`src/sv/wpt_pkg.sv`:
```
// wpt_pkg: shared types, codes and sizes for the waveform pattern trigger
// used by every module of the block; depends on nothing
package wpt_pkg;

  localparam int LANE_WIDTH   = 16;
  localparam int TIME_WIDTH   = 32;
  localparam int COUNT_WIDTH  = 16;
  localparam int KIND_WIDTH   = 3;
  localparam int MAX_LANES    = 4;
  localparam int REP_WIDTH    = 5;
  localparam int DEF_NUM_LANES  = 4;
  localparam int DEF_MAX_REPEAT = 16;
  localparam int OUTQ_DEPTH   = 4;
  localparam int ADDR_WIDTH   = 6;
  localparam int DATA_WIDTH   = 64;

  localparam logic [COUNT_WIDTH-1:0] COUNT_MAX = '1;

  typedef enum logic [KIND_WIDTH-1:0] {
    KIND_DONTCARE = 3'd0,
    KIND_HIGH     = 3'd1,
    KIND_LOW      = 3'd2,
    KIND_VALUE    = 3'd3,
    KIND_RISE     = 3'd4,
    KIND_FALL     = 3'd5,
    KIND_ANYEDGE  = 3'd6
  } lane_kind_e;

  typedef enum logic [1:0] {
    MODE_COLLECT  = 2'd0,
    MODE_FORWARD  = 2'd1,
    MODE_BACKWARD = 2'd2
  } search_mode_e;

  typedef enum logic [2:0] {
    REG_LANE_KINDS   = 3'd0,
    REG_LANE_ENABLE  = 3'd1,
    REG_LANE_VALUES  = 3'd2,
    REG_WIN_START    = 3'd3,
    REG_WIN_END      = 3'd4,
    REG_MATCH_LIMIT  = 3'd5,
    REG_SEARCH_MODE  = 3'd6,
    REG_REPEAT_COUNT = 3'd7
  } reg_index_e;

  typedef struct packed {
    logic [TIME_WIDTH-1:0]  win_start;
    logic [TIME_WIDTH-1:0]  win_end;
    logic [COUNT_WIDTH-1:0] match_limit;
    logic [1:0]             mode;
    logic [REP_WIDTH-1:0]   repeat_count;
  } search_cfg_t;

  typedef struct packed {
    logic [TIME_WIDTH-1:0]  match_time;
    logic [COUNT_WIDTH-1:0] match_number;
    logic                   found;
    logic                   last;
  } result_t;

endpackage

```
`src/sv/waveform_pattern_trigger.sv`:
```
// waveform_pattern_trigger: pattern trigger for a logic analyser trace stream
// depends on wpt_pkg, wpt_lane, wpt_search, wpt_outq
//
// One trace sample (a time and four lane values) is taken per beat, one beat
// every clock cycle when the result side keeps up; a sample is fully judged
// in the cycle it is accepted, since the per-lane compares, the window check
// and the match counter update sit in one stage. Each sample gives at most
// two result beats (a match and, on the final sample, the closing result);
// these go into a four-entry result queue, so the sample side only stalls
// while that queue has fewer than two free entries. The result side sees the
// queue head, which holds steady while stalled. Configuration is written over
// the APB port at byte address 8*index, 64-bit data; write only while idle.
module waveform_pattern_trigger #(
  parameter int NUM_LANES  = wpt_pkg::DEF_NUM_LANES,
  parameter int MAX_REPEAT = wpt_pkg::DEF_MAX_REPEAT
) (
  input  logic                               clk_i,
  input  logic                               rst_ni,
  // sample channel
  input  logic                               in_valid_i,
  output logic                               in_stall_o,
  input  logic [wpt_pkg::TIME_WIDTH-1:0]     sample_time_i,
  input  logic [wpt_pkg::LANE_WIDTH-1:0]     lane0_value_i,
  input  logic [wpt_pkg::LANE_WIDTH-1:0]     lane1_value_i,
  input  logic [wpt_pkg::LANE_WIDTH-1:0]     lane2_value_i,
  input  logic [wpt_pkg::LANE_WIDTH-1:0]     lane3_value_i,
  input  logic                               first_of_trace_i,
  input  logic                               end_of_trace_i,
  // result channel
  output logic                               out_valid_o,
  input  logic                               out_stall_i,
  output logic [wpt_pkg::TIME_WIDTH-1:0]     match_time_o,
  output logic [wpt_pkg::COUNT_WIDTH-1:0]    match_number_o,
  output logic                               found_o,
  output logic                               last_o,
  // configuration port
  input  logic                               psel,
  input  logic                               penable,
  input  logic                               pwrite,
  input  logic [wpt_pkg::ADDR_WIDTH-1:0]     paddr,
  input  logic [wpt_pkg::DATA_WIDTH-1:0]     pwdata,
  output logic [wpt_pkg::DATA_WIDTH-1:0]     prdata,
  output logic                               pready
);

  localparam int KW = wpt_pkg::KIND_WIDTH;
  localparam int LW = wpt_pkg::LANE_WIDTH;

  // configuration registers
  logic [KW*wpt_pkg::MAX_LANES-1:0]  kinds_q;
  logic [wpt_pkg::MAX_LANES-1:0]     enable_q;
  logic [LW*wpt_pkg::MAX_LANES-1:0]  values_q;
  logic [wpt_pkg::TIME_WIDTH-1:0]    win_start_q, win_end_q;
  logic [wpt_pkg::COUNT_WIDTH-1:0]   limit_q;
  logic [1:0]                        mode_q;
  logic [wpt_pkg::REP_WIDTH-1:0]     repeat_q;

  logic                              cfg_wr;
  wpt_pkg::reg_index_e               reg_idx;

  // lane state and verdicts
  logic [LW-1:0]        now_lane  [wpt_pkg::MAX_LANES];
  logic [LW-1:0]        prev_q    [NUM_LANES];
  logic [NUM_LANES-1:0] changed_v, ok_v;

  logic                 accept, room;
  logic                 res0_valid, res1_valid;
  wpt_pkg::result_t     res0, res1, head;
  wpt_pkg::search_cfg_t scfg;

  assign pready  = 1'b1;
  assign cfg_wr  = psel && penable && pwrite && pready;
  assign reg_idx = wpt_pkg::reg_index_e'(paddr[5:3]);

  always_ff @(posedge clk_i or negedge rst_ni) begin
    if (!rst_ni) begin
      kinds_q     <= '0;
      enable_q    <= '0;
      values_q    <= '0;
      win_start_q <= '0;
      win_end_q   <= '1;
      limit_q     <= '0;
      mode_q      <= wpt_pkg::MODE_COLLECT;
      repeat_q    <= wpt_pkg::REP_WIDTH'(1);
    end else if (cfg_wr) begin
      unique case (reg_idx)
        wpt_pkg::REG_LANE_KINDS:   kinds_q     <= pwdata[KW*wpt_pkg::MAX_LANES-1:0];
        wpt_pkg::REG_LANE_ENABLE:  enable_q    <= pwdata[wpt_pkg::MAX_LANES-1:0];
        wpt_pkg::REG_LANE_VALUES:  values_q    <= pwdata[LW*wpt_pkg::MAX_LANES-1:0];
        wpt_pkg::REG_WIN_START:    win_start_q <= pwdata[wpt_pkg::TIME_WIDTH-1:0];
        wpt_pkg::REG_WIN_END:      win_end_q   <= pwdata[wpt_pkg::TIME_WIDTH-1:0];
        wpt_pkg::REG_MATCH_LIMIT:  limit_q     <= pwdata[wpt_pkg::COUNT_WIDTH-1:0];
        wpt_pkg::REG_SEARCH_MODE:  mode_q      <= pwdata[1:0];
        wpt_pkg::REG_REPEAT_COUNT: repeat_q    <= pwdata[wpt_pkg::REP_WIDTH-1:0];
        default: ;
      endcase
    end
  end

  // register readback
  always_comb begin
    unique case (reg_idx)
      wpt_pkg::REG_LANE_KINDS:   prdata = wpt_pkg::DATA_WIDTH'(kinds_q);
      wpt_pkg::REG_LANE_ENABLE:  prdata = wpt_pkg::DATA_WIDTH'(enable_q);
      wpt_pkg::REG_LANE_VALUES:  prdata = wpt_pkg::DATA_WIDTH'(values_q);
      wpt_pkg::REG_WIN_START:    prdata = wpt_pkg::DATA_WIDTH'(win_start_q);
      wpt_pkg::REG_WIN_END:      prdata = wpt_pkg::DATA_WIDTH'(win_end_q);
      wpt_pkg::REG_MATCH_LIMIT:  prdata = wpt_pkg::DATA_WIDTH'(limit_q);
      wpt_pkg::REG_SEARCH_MODE:  prdata = wpt_pkg::DATA_WIDTH'(mode_q);
      wpt_pkg::REG_REPEAT_COUNT: prdata = wpt_pkg::DATA_WIDTH'(repeat_q);
      default:                   prdata = '0;
    endcase
  end

  // a sample beat is taken whenever the queue can absorb both possible results
  assign in_stall_o = !room;
  assign accept     = in_valid_i && room;

  assign now_lane[0] = lane0_value_i;
  assign now_lane[1] = lane1_value_i;
  assign now_lane[2] = lane2_value_i;
  assign now_lane[3] = lane3_value_i;

  // one lane core per watched lane; on the first sample the previous value is the current one
  for (genvar l = 0; l < NUM_LANES; l++) begin : g_lane
    logic [LW-1:0] prev_eff;

    assign prev_eff = first_of_trace_i ? now_lane[l] : prev_q[l];

    wpt_lane u_lane (
      .enable_i  (enable_q[l]),
      .kind_i    (kinds_q[KW*l +: KW]),
      .compare_i (values_q[LW*l +: LW]),
      .now_i     (now_lane[l]),
      .prev_i    (prev_eff),
      .changed_o (changed_v[l]),
      .ok_o      (ok_v[l])
    );

    always_ff @(posedge clk_i or negedge rst_ni) begin
      if (!rst_ni) begin
        prev_q[l] <= '0;
      end else if (accept) begin
        prev_q[l] <= now_lane[l];
      end
    end
  end

  assign scfg = '{win_start: win_start_q, win_end: win_end_q, match_limit: limit_q,
                  mode: mode_q, repeat_count: repeat_q};

  // merge of the lane verdicts, counting and find logic
  wpt_search #(
    .MAX_REPEAT (MAX_REPEAT)
  ) u_search (
    .clk_i        (clk_i),
    .rst_ni       (rst_ni),
    .accept_i     (accept),
    .first_i      (first_of_trace_i),
    .end_i        (end_of_trace_i),
    .any_enable_i (|enable_q[NUM_LANES-1:0]),
    .changed_i    (|changed_v),
    .lanes_ok_i   (&ok_v),
    .time_i       (sample_time_i),
    .cfg_i        (scfg),
    .res0_valid_o (res0_valid),
    .res0_o       (res0),
    .res1_valid_o (res1_valid),
    .res1_o       (res1)
  );

  // result queue parts the sample side from the result side
  wpt_outq u_outq (
    .clk_i   (clk_i),
    .rst_ni  (rst_ni),
    .push0_i (accept && res0_valid),
    .data0_i (res0),
    .push1_i (accept && res1_valid),
    .data1_i (res1),
    .room_o  (room),
    .valid_o (out_valid_o),
    .data_o  (head),
    .pop_i   (!out_stall_i)
  );

  assign match_time_o   = head.match_time;
  assign match_number_o = head.match_number;
  assign found_o        = head.found;
  assign last_o         = head.last;

endmodule

```
`src/sv/wpt_lane.sv`:
```
// wpt_lane: one watched lane, change detect and criterion check
// depends on wpt_pkg
module wpt_lane (
  input  logic                            enable_i,
  input  logic [wpt_pkg::KIND_WIDTH-1:0]  kind_i,
  input  logic [wpt_pkg::LANE_WIDTH-1:0]  compare_i,
  input  logic [wpt_pkg::LANE_WIDTH-1:0]  now_i,
  input  logic [wpt_pkg::LANE_WIDTH-1:0]  prev_i,
  output logic                            changed_o,
  output logic                            ok_o
);

  localparam logic [wpt_pkg::LANE_WIDTH-1:0] ONE = wpt_pkg::LANE_WIDTH'(1);

  logic crit;

  always_comb begin
    unique case (wpt_pkg::lane_kind_e'(kind_i))
      wpt_pkg::KIND_HIGH:    crit = (now_i == ONE);
      wpt_pkg::KIND_LOW:     crit = (now_i == '0);
      wpt_pkg::KIND_VALUE:   crit = (now_i == compare_i);
      wpt_pkg::KIND_RISE:    crit = (prev_i != ONE) && (now_i == ONE);
      wpt_pkg::KIND_FALL:    crit = (prev_i == ONE) && (now_i != ONE);
      wpt_pkg::KIND_ANYEDGE: crit = (prev_i != now_i);
      default:               crit = 1'b1;
    endcase
  end

  assign changed_o = enable_i && (now_i != prev_i);
  assign ok_o      = !enable_i || crit;

endmodule

```
`src/sv/wpt_search.sv`:
```
// wpt_search: merges lane verdicts, keeps match count, ring and search state
// depends on wpt_pkg
module wpt_search #(
  parameter int MAX_REPEAT = wpt_pkg::DEF_MAX_REPEAT
) (
  input  logic                             clk_i,
  input  logic                             rst_ni,
  input  logic                             accept_i,
  input  logic                             first_i,
  input  logic                             end_i,
  input  logic                             any_enable_i,
  input  logic                             changed_i,
  input  logic                             lanes_ok_i,
  input  logic [wpt_pkg::TIME_WIDTH-1:0]   time_i,
  input  wpt_pkg::search_cfg_t             cfg_i,
  output logic                             res0_valid_o,
  output wpt_pkg::result_t                 res0_o,
  output logic                             res1_valid_o,
  output wpt_pkg::result_t                 res1_o
);

  localparam int PW  = (MAX_REPEAT > 1) ? $clog2(MAX_REPEAT) : 1;
  localparam int RW0 = $clog2(MAX_REPEAT + 1);
  localparam int RW  = (RW0 > wpt_pkg::REP_WIDTH) ? RW0 : wpt_pkg::REP_WIDTH;
  localparam logic [RW-1:0]  REP_MAX  = RW'(MAX_REPEAT);
  localparam logic [PW-1:0]  PTR_LAST = PW'(MAX_REPEAT - 1);
  localparam logic [RW:0]    RING_LEN = (RW + 1)'(MAX_REPEAT);

  logic [wpt_pkg::COUNT_WIDTH-1:0] seen_q, seen_d, seen_base;
  logic                            fin_q, fin_d, fin_base, fin_mid;
  logic [PW-1:0]                   ptr_q, ptr_d, ptr_base;
  logic [wpt_pkg::TIME_WIDTH-1:0]  ring_q [MAX_REPEAT];

  logic [RW-1:0]  rep_raw, rep;
  logic [RW:0]    idx_sum;
  logic [PW-1:0]  rd_idx;
  logic           in_window, hit, is_fwd, is_bwd, at_rep, stop, bwd_ok;
  logic [wpt_pkg::TIME_WIDTH-1:0] ring_rd;

  // effective repeat number: zero reads as one, saturates at ring depth
  always_comb begin
    rep_raw = RW'(cfg_i.repeat_count);
    if (rep_raw == '0) begin
      rep = RW'(1);
    end else if (rep_raw > REP_MAX) begin
      rep = REP_MAX;
    end else begin
      rep = rep_raw;
    end
  end

  assign in_window = (cfg_i.win_end >= cfg_i.win_start) && (time_i >= cfg_i.win_start)
                     && (time_i <= cfg_i.win_end);

  assign seen_base = first_i ? '0 : seen_q;
  assign fin_base  = first_i ? 1'b0 : fin_q;
  assign ptr_base  = first_i ? '0 : ptr_q;

  assign hit    = (changed_i || first_i) && lanes_ok_i && any_enable_i && in_window
                  && !fin_base;
  assign is_fwd = (cfg_i.mode == wpt_pkg::MODE_FORWARD);
  assign is_bwd = (cfg_i.mode == wpt_pkg::MODE_BACKWARD);

  always_comb begin
    seen_d = seen_base;
    ptr_d  = ptr_base;
    if (hit) begin
      if (seen_base != wpt_pkg::COUNT_MAX) begin
        seen_d = seen_base + 1'b1;
      end
      ptr_d = (ptr_base == PTR_LAST) ? '0 : ptr_base + 1'b1;
    end
  end

  assign at_rep = (seen_d == wpt_pkg::COUNT_WIDTH'(rep));
  assign stop   = (cfg_i.match_limit != '0) && (seen_d >= cfg_i.match_limit);

  assign res0_valid_o = hit && (is_fwd ? at_rep : !is_bwd);
  assign res0_o = '{match_time: time_i, match_number: seen_d, found: 1'b1,
                    last: is_fwd ? 1'b1 : stop};

  assign fin_mid = fin_base || (hit && (is_fwd ? at_rep : (!is_bwd && stop)));

  // nth most recent match, with bypass for the slot written by this beat
  always_comb begin
    if ((RW + 1)'(ptr_d) >= (RW + 1)'(rep)) begin
      idx_sum = (RW + 1)'(ptr_d) - (RW + 1)'(rep);
    end else begin
      idx_sum = (RW + 1)'(ptr_d) + RING_LEN - (RW + 1)'(rep);
    end
    rd_idx  = idx_sum[PW-1:0];
    ring_rd = (hit && (rd_idx == ptr_base)) ? time_i : ring_q[rd_idx];
  end

  assign bwd_ok       = is_bwd && (seen_d >= wpt_pkg::COUNT_WIDTH'(rep));
  assign res1_valid_o = end_i && !fin_mid;
  assign res1_o = '{match_time: bwd_ok ? ring_rd : '0, match_number: seen_d,
                    found: bwd_ok, last: 1'b1};

  assign fin_d = fin_mid || end_i;

  always_ff @(posedge clk_i or negedge rst_ni) begin
    if (!rst_ni) begin
      seen_q <= '0;
      fin_q  <= 1'b0;
      ptr_q  <= '0;
    end else if (accept_i) begin
      seen_q <= seen_d;
      fin_q  <= fin_d;
      ptr_q  <= ptr_d;
    end
  end

  always_ff @(posedge clk_i) begin
    if (accept_i && hit) begin
      ring_q[ptr_base] <= time_i;
    end
  end

endmodule

```
`src/sv/wpt_outq.sv`:
```
// wpt_outq: small result queue, up to two pushes and one pop per cycle
// depends on wpt_pkg
module wpt_outq (
  input  logic             clk_i,
  input  logic             rst_ni,
  input  logic             push0_i,
  input  wpt_pkg::result_t data0_i,
  input  logic             push1_i,
  input  wpt_pkg::result_t data1_i,
  output logic             room_o,
  output logic             valid_o,
  output wpt_pkg::result_t data_o,
  input  logic             pop_i
);

  localparam int PW = $clog2(wpt_pkg::OUTQ_DEPTH);
  localparam int CW = $clog2(wpt_pkg::OUTQ_DEPTH + 1);
  localparam logic [CW-1:0] ROOM_LIMIT = CW'(wpt_pkg::OUTQ_DEPTH - 2);

  wpt_pkg::result_t mem_q [wpt_pkg::OUTQ_DEPTH];
  logic [PW-1:0] wp_q, wp_d, rp_q, rp_d;
  logic [CW-1:0] cnt_q, cnt_d;
  logic          do_pop;
  logic [1:0]    n_push;
  wpt_pkg::result_t first_data;

  assign valid_o    = (cnt_q != '0);
  assign data_o     = mem_q[rp_q];
  assign room_o     = (cnt_q <= ROOM_LIMIT);
  assign do_pop     = pop_i && valid_o;
  assign n_push     = {1'b0, push0_i} + {1'b0, push1_i};
  assign first_data = push0_i ? data0_i : data1_i;

  assign wp_d  = wp_q + PW'(n_push);
  assign rp_d  = rp_q + PW'(do_pop);
  assign cnt_d = cnt_q + CW'(n_push) - CW'(do_pop);

  always_ff @(posedge clk_i or negedge rst_ni) begin
    if (!rst_ni) begin
      wp_q  <= '0;
      rp_q  <= '0;
      cnt_q <= '0;
    end else begin
      wp_q  <= wp_d;
      rp_q  <= rp_d;
      cnt_q <= cnt_d;
    end
  end

  always_ff @(posedge clk_i) begin
    if (n_push != 2'd0) begin
      mem_q[wp_q] <= first_data;
    end
    if (push0_i && push1_i) begin
      mem_q[wp_q + 1'b1] <= data1_i;
    end
  end

endmodule

```
`config.mk`:
```
export PLATFORM = sky130hd
export DESIGN_NAME = waveform_pattern_trigger
export DESIGN_NICKNAME = d
export VERILOG_FILES = /design/src/sv/wpt_pkg.sv /design/src/sv/waveform_pattern_trigger.sv /design/src/sv/wpt_lane.sv /design/src/sv/wpt_search.sv /design/src/sv/wpt_outq.sv
export SDC_FILE = /design/constraint.sdc
export NUM_CORES = 2
export LEC_CHECK = 0
export BUFFER_PORTS_ARGS = -buffer_cell sky130_fd_sc_hd__buf_2
export CAP_MARGIN = 20
export CELL_PAD_IN_SITES_DETAIL_PLACEMENT = 0
export CELL_PAD_IN_SITES_GLOBAL_PLACEMENT = 2
export CORE_MARGIN = 1.5
export CORE_UTILIZATION = 44
export CTS_CLUSTER_SIZE = 25
export DETAILED_ROUTE_END_ITERATION = 8
export HOLD_SLACK_MARGIN = 0.08
export PLACE_DENSITY_LB_ADDON = 0.05
export SKIP_CTS_REPAIR_TIMING = 1
export SYNTH_ARGS = -nofsm -noshare
export SYNTH_HDL_FRONTEND = slang
export SYNTH_SLANG_ARGS = --single-unit
```
`constraint.sdc`:
```
create_clock -name clk_i -period 10.9 [get_ports clk_i]
set_input_delay 0.545 -clock clk_i [delete_from_list [all_inputs] [get_ports clk_i]]
set_output_delay 0.545 -clock clk_i [all_outputs]
set_load 0.05 [all_outputs]
```
==> reports/results.tsv <==
metric	value	unit
status	complete, no violations	
H-tree levels	3	
Mean Syn Cell Area	13.77	um2
clk_lat worst skew	0.69	ns
Final Hold Vio Count	0	
CP Buf/Inv Count	3	
DR vias/cell	5.809	
post-placement cell area	48680	um2
Global Route Usage Sum	0.2557	
yosys warns	0	
Post-synth top flop	edfxtp_1	
CP max stage cell	o41ai_1	
effective utilization at floorplan	0.4453	
CP dominant cell by count	a21o_1	
CP top delay family	compound AO/OA/AOI/OAI gates	
Ports	292	
Post-layout nets	3913	
CP arrival	9.87	ns
clock root cell	clkbuf_16	
startpoint types	flip-flop	
DRT Pass-1 Iters	5	
Die Span X	324.3	um
Setup crit end kind	flip-flop	
antenna-violating nets left	0	
endpoints failing setup	0	
critical path fanouts, max	64	
sequential cell area	27870	um2
fin area	52540	um2
Yosys cell types	77	
Post-synth EDFFs	708	
Fill cells	8694	
grt ovf	0	
share of layout cells above drive strength 1	0.2446	
CP peak stage delay	0.71	ns
clock sink count	971	
largest net degree at the start of global routing	117	
WL/cell	26.69	um
TritonCTS clock tree	yes	
Hold Crit Class	primary input to flip-flop	
Layout area overhead	15.64	%
first-pass GRT wire length	199900	um
Peak Freq	106.7	MHz
setup TNS	0	ns
RSZ-0062 raised after global routing	no	
clk_skew	0.04727	ns
initial antenna violation count	17	
multi-input combinational cell area	16520	um2
vias	29430	
total wire length	135200	um
Slew Limit Headroom	0.3216	
DRC violations left	0	
CP required	11.40	ns
Std-Cell Rows	117	
final period utilization	0.8601	
initial DRC count	2535	
core area	102000	um2
register area share after synthesis	0.6133	
syn nets	3608	
Max clock buf depth	3	
Leak	0.01982	uW
Synth Instances	3299	
power per cell area	224.2	nW/um2
die height	324.3	um
GPL Wtd Cong	0.8414	
max-slew violation count	0	
Tmin final	9.375	ns
Worst-path clk slew	0.06	ns
Yosys reg bits	971	
vias in the first global route	29980	
worst vdd ir	0.0002066	V
Max-Cap Viols	0	
Post-Synthesis Cell Area	45430	um2
post-DP HPWL	88670	um
Worst Max-Slew Pin Slew	1.015	ns
WS Path Type	flip-flop to flip-flop	
Num CTS Buffers	106	
share of flip-flops with an asynchronous set or reset	0.2667	
DIE AREA	105200	um2
PortBufs	287	
## layout make-up
class / instances / area share
diodes: 7 / 0.0003334
clock buffers: 131 / 0.05403
clock inverters: 64 / 0.01510
inverters: 154 / 0.01100
multi-input cells: 1999 / 0.3145
flip-flops and latches: 971 / 0.5304
well taps: 1368 / 0.03258
repair buffers: 372 / 0.04210
## cells in the final DEF, fill, tap and decap left out, types with 67 or more instances in the layout
master and instances:
nor2_1 122, edfxtp_1 708, ha_1 131, xor2_1 95
nand2_1 433, mux4_2 212, nand3_1 91, clkbuf_16 108
buf_2 286, o21ai_0 144, mux2_2 90, o31ai_1 67
inv_1 148, dfrtp_1 224
## synthesized netlist by cell type, types with 19 or more instances
cell type	number	area, um2
edfxtp_1	708	21260
inv_1	150	563.0
mux2_2	90	1013
nor2b_1	25	156.4
a21oi_1	45	225.2
or4_1	21	157.7
o21ai_0	144	720.7
nor2_1	133	499.2
ha_1	132	1652
and2_1	38	237.7
xnor2_1	58	508.0
mux4_2	212	4775
a22oi_1	26	195.2
o21ai_1	62	310.3
nor4_1	39	244.0
xor2_1	96	840.8
nand3_1	91	455.4
nor3_1	31	155.2
o31ai_1	67	503.0
dfstp_2	33	867.1
nand4_1	40	250.2
mux2i_1	19	190.2
clkbuf_1	143	536.8
a21o_1	19	142.6
dfrtp_1	226	5655
nand2_1	434	1629
## where the power goes
| group | total (uW) | internal [uW] | switching, uW | leakage, uW |
|---|---|---|---|---|
| combinational | 3470 | 1330 | 2140 | 0.00837 |
| clock | 3720 | 2210 | 1510 | 0.00175 |
| sequential | 4590 | 4290 | 305 | 0.00971 |
| total | 11800 | 7830 | 3950 | 0.0198 |
## registers in the layout, indices dropped and copies added (netlist names)
register,count
u_search.ring_q,512
u_outq.mem_q,200
prev_q,64
values_q,64
win_end_q,32
win_start_q,32
limit_q,16
u_search.seen_q,16
kinds_q,12
repeat_q,5
enable_q,4
u_search.ptr_q,4
u_outq.cnt_q,3
mode_q,2
u_outq.rp_q,2
u_outq.wp_q,2
u_search.fin_q,1
## worst paths after layout
kind / from / end / slack [ns] / cells after the start
setup / recovery: prev_q[3]$_DFFE_PN0P_ / u_outq.mem_q[1][30]$_DFFE_PP_ / 1.53 / 30
hold / removal: pwdata[37] / values_q[37]$_DFFE_PN0P_ / 0.09 / 2
setup reg to reg: prev_q[3]$_DFFE_PN0P_ / u_outq.mem_q[1][30]$_DFFE_PP_ / 1.53 / 30
hold reg to reg: u_search.seen_q[9]$_DFFE_PN0P_ / u_search.seen_q[9]$_DFFE_PN0P_ / 0.48 / 2
max in group asynchronous: rst_ni / values_q[2]$_DFFE_PN0P_ / 8.80 / 3
min in group asynchronous: rst_ni / values_q[41]$_DFFE_PN0P_ / 0.56 / 2
## per-stage QoR
| step | total power, uW | worst slack [ns] | hold WS (ns) | cells | util |
|---|---|---|---|---|---|
| 2_1_floorplan | 7025 | 1.947 | 0.2494 | 3299 | - |
| 3_3_place_gp | 8104 | 1.249 | 0.4510 | 4846 | 0.4771 |
| 3_5_place_dp | 8163 | 1.148 | 0.4678 | 4846 | 0.4771 |
| 4_1_cts | 11900 | 1.470 | -0.02386 | 5041 | 0.5127 |
| 5_1_grt | 12320 | 0.9627 | 0.08012 | 5064 | 0.5149 |
| 6_report | 11780 | 1.525 | 0.09454 | 5066 | 0.5149 |
## metal layers
metal  GRT usage  share of wire
met1      0.3467           0.42
met2      0.4282           0.49
met3     0.03585          0.060
met4     0.07757          0.025
met5           0        0.00057
## cells by family after synthesis
logic type	count (synthesis)	synth area share
DFF	971	0.6133
and+or+nand+nor	916	0.09355
AOI/OAI and AO/OA	472	0.06607
buffers and inverters	329	0.02817
muxes	321	0.1316
xor gates and xnor gates	155	0.03005
adders and majority gates	134	0.03723
other	1	0.00008254
## worst register-to-register path: cells and delay by family, from the launching register on
family | cells | cell delay, ns
AOI/OAI and AO/OA | 15 | 4.50
adders and majority gates | 2 | 0.55
buffers and inverters | 3 | 0.69
muxes | 1 | 0.69
and+or+nand+nor | 9 | 2.35
DFF | 1 | 0.42
(Power assumes the default switching activity.)
